==> src/design/iq_mixer_fir_downconverter_core_defines.svh <==
// ----------------------------------------------------------------------------
// IQ down converter assertion macros
// Shared concurrent assertion forms, clocked on i_clk and held off in reset.
// ----------------------------------------------------------------------------
`ifndef IQ_MIXER_FIR_DOWNCONVERTER_CORE_DEFINES_SVH
`define IQ_MIXER_FIR_DOWNCONVERTER_CORE_DEFINES_SVH

// ante in one cycle implies cons in the same cycle
`define IQDDC_ASSERT_SAME(lbl, ante, cons, msg) \
    lbl: assert property (@(posedge i_clk) disable iff (!i_rst_n) \
        (ante) |-> (cons)) else $error(msg);

// ante in one cycle implies cons in the next cycle
`define IQDDC_ASSERT_NEXT(lbl, ante, cons, msg) \
    lbl: assert property (@(posedge i_clk) disable iff (!i_rst_n) \
        (ante) |=> (cons)) else $error(msg);

`endif

==> src/design/iqddc_pkg.sv <==
// ----------------------------------------------------------------------------
// IQ down converter package
// Field types, tap count and the shared low-pass coefficient set.
// ----------------------------------------------------------------------------
package iqddc_pkg;

    localparam int TAPS       = 32;
    localparam int COEF_COUNT = 32;
    localparam int COEF_IW    = $clog2(COEF_COUNT);

    typedef logic signed [7:0]  t_sample;
    typedef logic signed [15:0] t_prod;
    typedef logic signed [13:0] t_coef;
    typedef logic signed [29:0] t_mult;
    typedef logic signed [31:0] t_acc;

    typedef struct packed {
        logic take;
        logic advance;
    } t_mix_ctrl;

    localparam t_coef LOWPASS_COEFS [COEF_COUNT] = '{
        -14'sd473, -14'sd417, -14'sd519, -14'sd554,
        -14'sd485, -14'sd275,  14'sd103,  14'sd660,
         14'sd1386, 14'sd2252, 14'sd3203, 14'sd4172,
         14'sd5079, 14'sd5845, 14'sd6401, 14'sd6693,
         14'sd6693, 14'sd6401, 14'sd5845, 14'sd5079,
         14'sd4172, 14'sd3203, 14'sd2252, 14'sd1386,
         14'sd660,  14'sd103, -14'sd275, -14'sd485,
        -14'sd554, -14'sd519, -14'sd417, -14'sd473
    };

    function automatic t_coef coef_at(input int k);
        if (k < COEF_COUNT) begin
            return LOWPASS_COEFS[k[COEF_IW-1:0]];
        end
        return '0;
    endfunction

endpackage

==> src/design/iqddc_mixer.sv <==
// ----------------------------------------------------------------------------
// IQ down converter mixer stage
// Multiplies the sample by both references and holds the products.
// ----------------------------------------------------------------------------
module iqddc_mixer
    import iqddc_pkg::*;
(
    input  logic      i_clk,
    input  logic      i_rst_n,
    input  t_mix_ctrl i_ctrl,
    input  t_sample   i_sample,
    input  t_sample   i_ref_inphase,
    input  t_sample   i_ref_quadrature,
    output logic      o_valid,
    output t_prod     o_prod_inphase,
    output t_prod     o_prod_quadrature
);

    logic  r_valid;
    logic  n_valid;
    t_prod r_prod_i;
    t_prod r_prod_q;
    t_prod w_prod_i;
    t_prod w_prod_q;

    assign w_prod_i = i_sample * i_ref_inphase;
    assign w_prod_q = i_sample * i_ref_quadrature;

    always_comb begin
        n_valid = r_valid;
        if (i_ctrl.advance) begin
            n_valid = 1'b0;
        end
        if (i_ctrl.take) begin
            n_valid = 1'b1;
        end
    end

    always_ff @(posedge i_clk) begin
        if (!i_rst_n) begin
            r_valid <= 1'b0;
        end else begin
            r_valid <= n_valid;
        end
    end

    always_ff @(posedge i_clk) begin
        if (i_ctrl.take) begin
            r_prod_i <= w_prod_i;
            r_prod_q <= w_prod_q;
        end
    end

    assign o_valid           = r_valid;
    assign o_prod_inphase    = r_prod_i;
    assign o_prod_quadrature = r_prod_q;

endmodule

==> config.mk <==
export PLATFORM = sky130hd
export DESIGN_NAME = iqddc_mixer
export DESIGN_NICKNAME = d
export VERILOG_FILES = /design/src/design/iq_mixer_fir_downconverter_core_defines.svh /design/src/design/iqddc_pkg.sv /design/src/design/iqddc_mixer.sv
export SDC_FILE = /design/constraint.sdc
export NUM_CORES = 1
export LEC_CHECK = 0
export BUFFER_PORTS_ARGS = -buffer_cell sky130_fd_sc_hd__buf_2
export CAP_MARGIN = 20
export CORE_MARGIN = 2
export CORE_UTILIZATION = 25
export DETAILED_ROUTE_END_ITERATION = 10
export PLACE_DENSITY = 0.36
export SYNTH_ARGS = -nofsm -noshare
export SYNTH_HDL_FRONTEND = slang
export SYNTH_SLANG_ARGS = --single-unit
==> constraint.sdc <==
create_clock -name i_clk -period 9.8 [get_ports i_clk]
set_input_delay 0 -clock i_clk [delete_from_list [all_inputs] [get_ports i_clk]]
set_output_delay 0 -clock i_clk [all_outputs]
set_load 0.005 [all_outputs]
==> impl_metrics.env <==
export IMPL_grt_busiest_layer="met2"
export IMPL_hold_buffers=1
export IMPL_finalSetupViolCount=0
export IMPL_grt_max_degree=34
export IMPL_ys_async_sr_fraction=0
export IMPL_viasPerCell=4.19
export IMPL_slew_viol_final=0
export IMPL_critPathKind="input port to flop"
export IMPL_core_um2=24100
export IMPL_ys_warn_count=0
export IMPL_synth_main_ff_cell="edfxtp_1"
export IMPL_drc=0
export IMPL_drt_wl_total_um=12600
export IMPL_drtIter0Drc=125
export IMPL_row_count=57
export IMPL_netlist_area_um2=6070
export IMPL_grt_pass1_vias=4397
export IMPL_dieArea_um2=25500
export IMPL_met1_usage=0.152
export IMPL_p_leak_uw=0.00331
export IMPL_dp_cells=993
export IMPL_post_cts_buffers=0
export IMPL_critical_path_cell_chain="buf_2 > and2_1 > fa_1 > inv_1 > fa_1 > inv_1 > fa_1 > inv_1 > fa_1 > inv_1 > ha_1 > o21a_1 > o31a_1 > o311ai_1 > nand2_1 > xor2_1"
export IMPL_area_delta_synth_final_pct=13.5
export IMPL_place_hpwl_um=10500
export IMPL_antenna_found_initial=0
export IMPL_yosys_register_bits=33
export IMPL_startpoint_type="input port"
export IMPL_period_share=0.414
export IMPL_clockRootBuffer="clkbuf_16"
export IMPL_post_drt_wl_per_cell_um=12.6
export IMPL_die_h_um=160
export IMPL_netlist_cell_type_count=41
export IMPL_final_cells=1002
export IMPL_syn_inst=620
export IMPL_drive_above_1_share=0.105
export IMPL_ys_seq_area_frac=0.162
export IMPL_fin_nets=873
export IMPL_end_kind="flop"
export IMPL_ctsResizeCount=0
export IMPL_ant_nets=0
export IMPL_fin_setup_tns_ns=0
export IMPL_tightest_slew_ns=0.815
export IMPL_syn_nets=816
export IMPL_slowest_stage="fa_1"
export IMPL_htreeDepth=2
export IMPL_start_util=0.252
export IMPL_met3_usage=0.0158
export IMPL_grtUsageTotal=0.105
export IMPL_firstDrtPassIters=4
export IMPL_relSlewSlack=0.457
export IMPL_min_period_ns=4.05
export IMPL_timing_final_ws_setup_ns=5.75
export IMPL_maxCapViolCount=0
export IMPL_clk_latency_ns=0.29
export IMPL_clock_sinks=33
export IMPL_ios=61
export IMPL_syn_mean_instance_area_um2=9.79
export IMPL_place_ws_ns=5.47
export IMPL_required_ns=9.83
export IMPL_clkSlewWorstSetupHoldPaths_ns=0.06
export IMPL_num_antenna_cells=0
export IMPL_crit_family="adder cells"
export IMPL_ir_drop_uv=78.2
export IMPL_status="finished clean"
export IMPL_fmax_mhz=247
export IMPL_hold_path_class="input port to flop"
export IMPL_hold_viol_final=0
export IMPL_fin_skew_ns=0
export IMPL_grt_pass1_wl_um=21800
export IMPL_synth_edff_count=32
export IMPL_cts_buffer_depth=2
export IMPL_rsz0062_at_grt="no"
export IMPL_routabilityCongestion=0.760
export IMPL_nFillCells=2635
export IMPL_power_density_nw_per_um2=237
export IMPL_use_met2=0.165
export IMPL_cts_buffers=5
export IMPL_cp_max_fo=16
export IMPL_die_width_um=160
export IMPL_vias=4194
export IMPL_slowest_delay_ns=0.54
export IMPL_overflow=0
export IMPL_cts_tree="yes"
export IMPL_critPathBufInv=5
export IMPL_worst_endpoint_arrival_ns=4.08
export IMPL_portBuffers=60
[Yosys cell counts (all sizes together) (3+ instances only)]
library cell	instances	area [um2]
nand2b	4	25.0
a31oi	4	25.0
nand2	39	146
ha	58	726
nor2	12	45.0
clkbuf	10	37.5
xnor2	24	210
fa	110	2200
o21a	8	60.1
a21oi	13	65.1
edfxtp	32	961
and2	82	513
o21ai	8	43.8
nor2b	11	68.8
nand4	4	25.0
nor3	3	15.0
inv	164	616
xor2	5	43.8
[layout by cell type, fill, tap and decap left out, drive strengths merged, types with 3 or more instances in the layout]
cell | synthesis | routed
inv | 164 | 164
nand4 | 4 | 4
xor2 | 5 | 5
a31oi | 4 | 4
a21oi | 13 | 13
o21a | 8 | 8
nor2b | 11 | 11
edfxtp | 32 | 32
nand2 | 39 | 39
fa | 110 | 110
o21ai | 8 | 8
nor3 | 3 | 3
ha | 58 | 58
buf | 1 | 60
nor2 | 12 | 12
nand2b | 4 | 4
clkbuf | 10 | 5
and2 | 82 | 82
xnor2 | 24 | 24
[registers in the layout, indices dropped and copies added, names as in the netlist]
name	cells
o_prod_quadrature	16
o_valid	1
o_prod_inphase	16
[worst paths after layout]
kind | cells past startpoint | to | start | slack (ns)
max | 16 | o_prod_quadrature[12] | i_sample[5] | 5.75
min | 3 | o_valid | i_ctrl[0] | 0.02
max reg2reg | 2 | o_valid | o_valid | 9.12
min reg2reg | 2 | o_valid | o_valid | 0.59
[per-layer routing]
metal  up-vias  routed length, um
li1       1995                  -
met1      2117               6480
met2        77               5580
met3         5                430
met4         0                131
met5         -                  0
[tightest hold or removal path, cell delays in order]
cell and delay [ns]:
buf_2 0.07, nor2b_1 0.03, o21a_1 0.15
[metrics by stage]
stage / total power, uW / util / instance area (um2) / hold slack [ns]
2_1_floorplan: 1220 / - / 6070 / 0.112
3_3_place_gp: 1490 / 0.279 / 6730 / 0.203
3_5_place_dp: 1490 / 0.279 / 6730 / 0.211
4_1_cts: 1670 / 0.286 / 6890 / 0.00999
5_1_grt: 1840 / 0.286 / 6890 / 0.0328
6_report: 1640 / 0.286 / 6890 / 0.0177
[final cells by class]
type	instances	area, um2	area share
Clock buffer	5	125	0.0182
Clock inverter	3	17.5	0.00254
Inverter	164	616	0.0894
Multi-Input combinational cell	412	4430	0.644
Sequential cell	33	981	0.142
Tap cell	324	405	0.0589
Timing Repair Buffer	61	310	0.0451
[cells by family after synthesis]
group / after synthesis / share of synthesized area
AO/OA/AOI/OAI: 49 / 0.0538
XOR/XNOR: 29 / 0.0418
buffers and inverters: 175 / 0.108
multiplexers: 1 / 0.00186
flip-flops: 33 / 0.162
AND/OR/NAND/NOR: 165 / 0.150
adder cells (fa/ha/maj): 168 / 0.482
[where the power goes]
group          switching, uW  internal [uW]
registers               11.4            275
clock network           64.4           93.2
logic                    653            539
total                    729            907
Power figures use the tool's default switching activity.
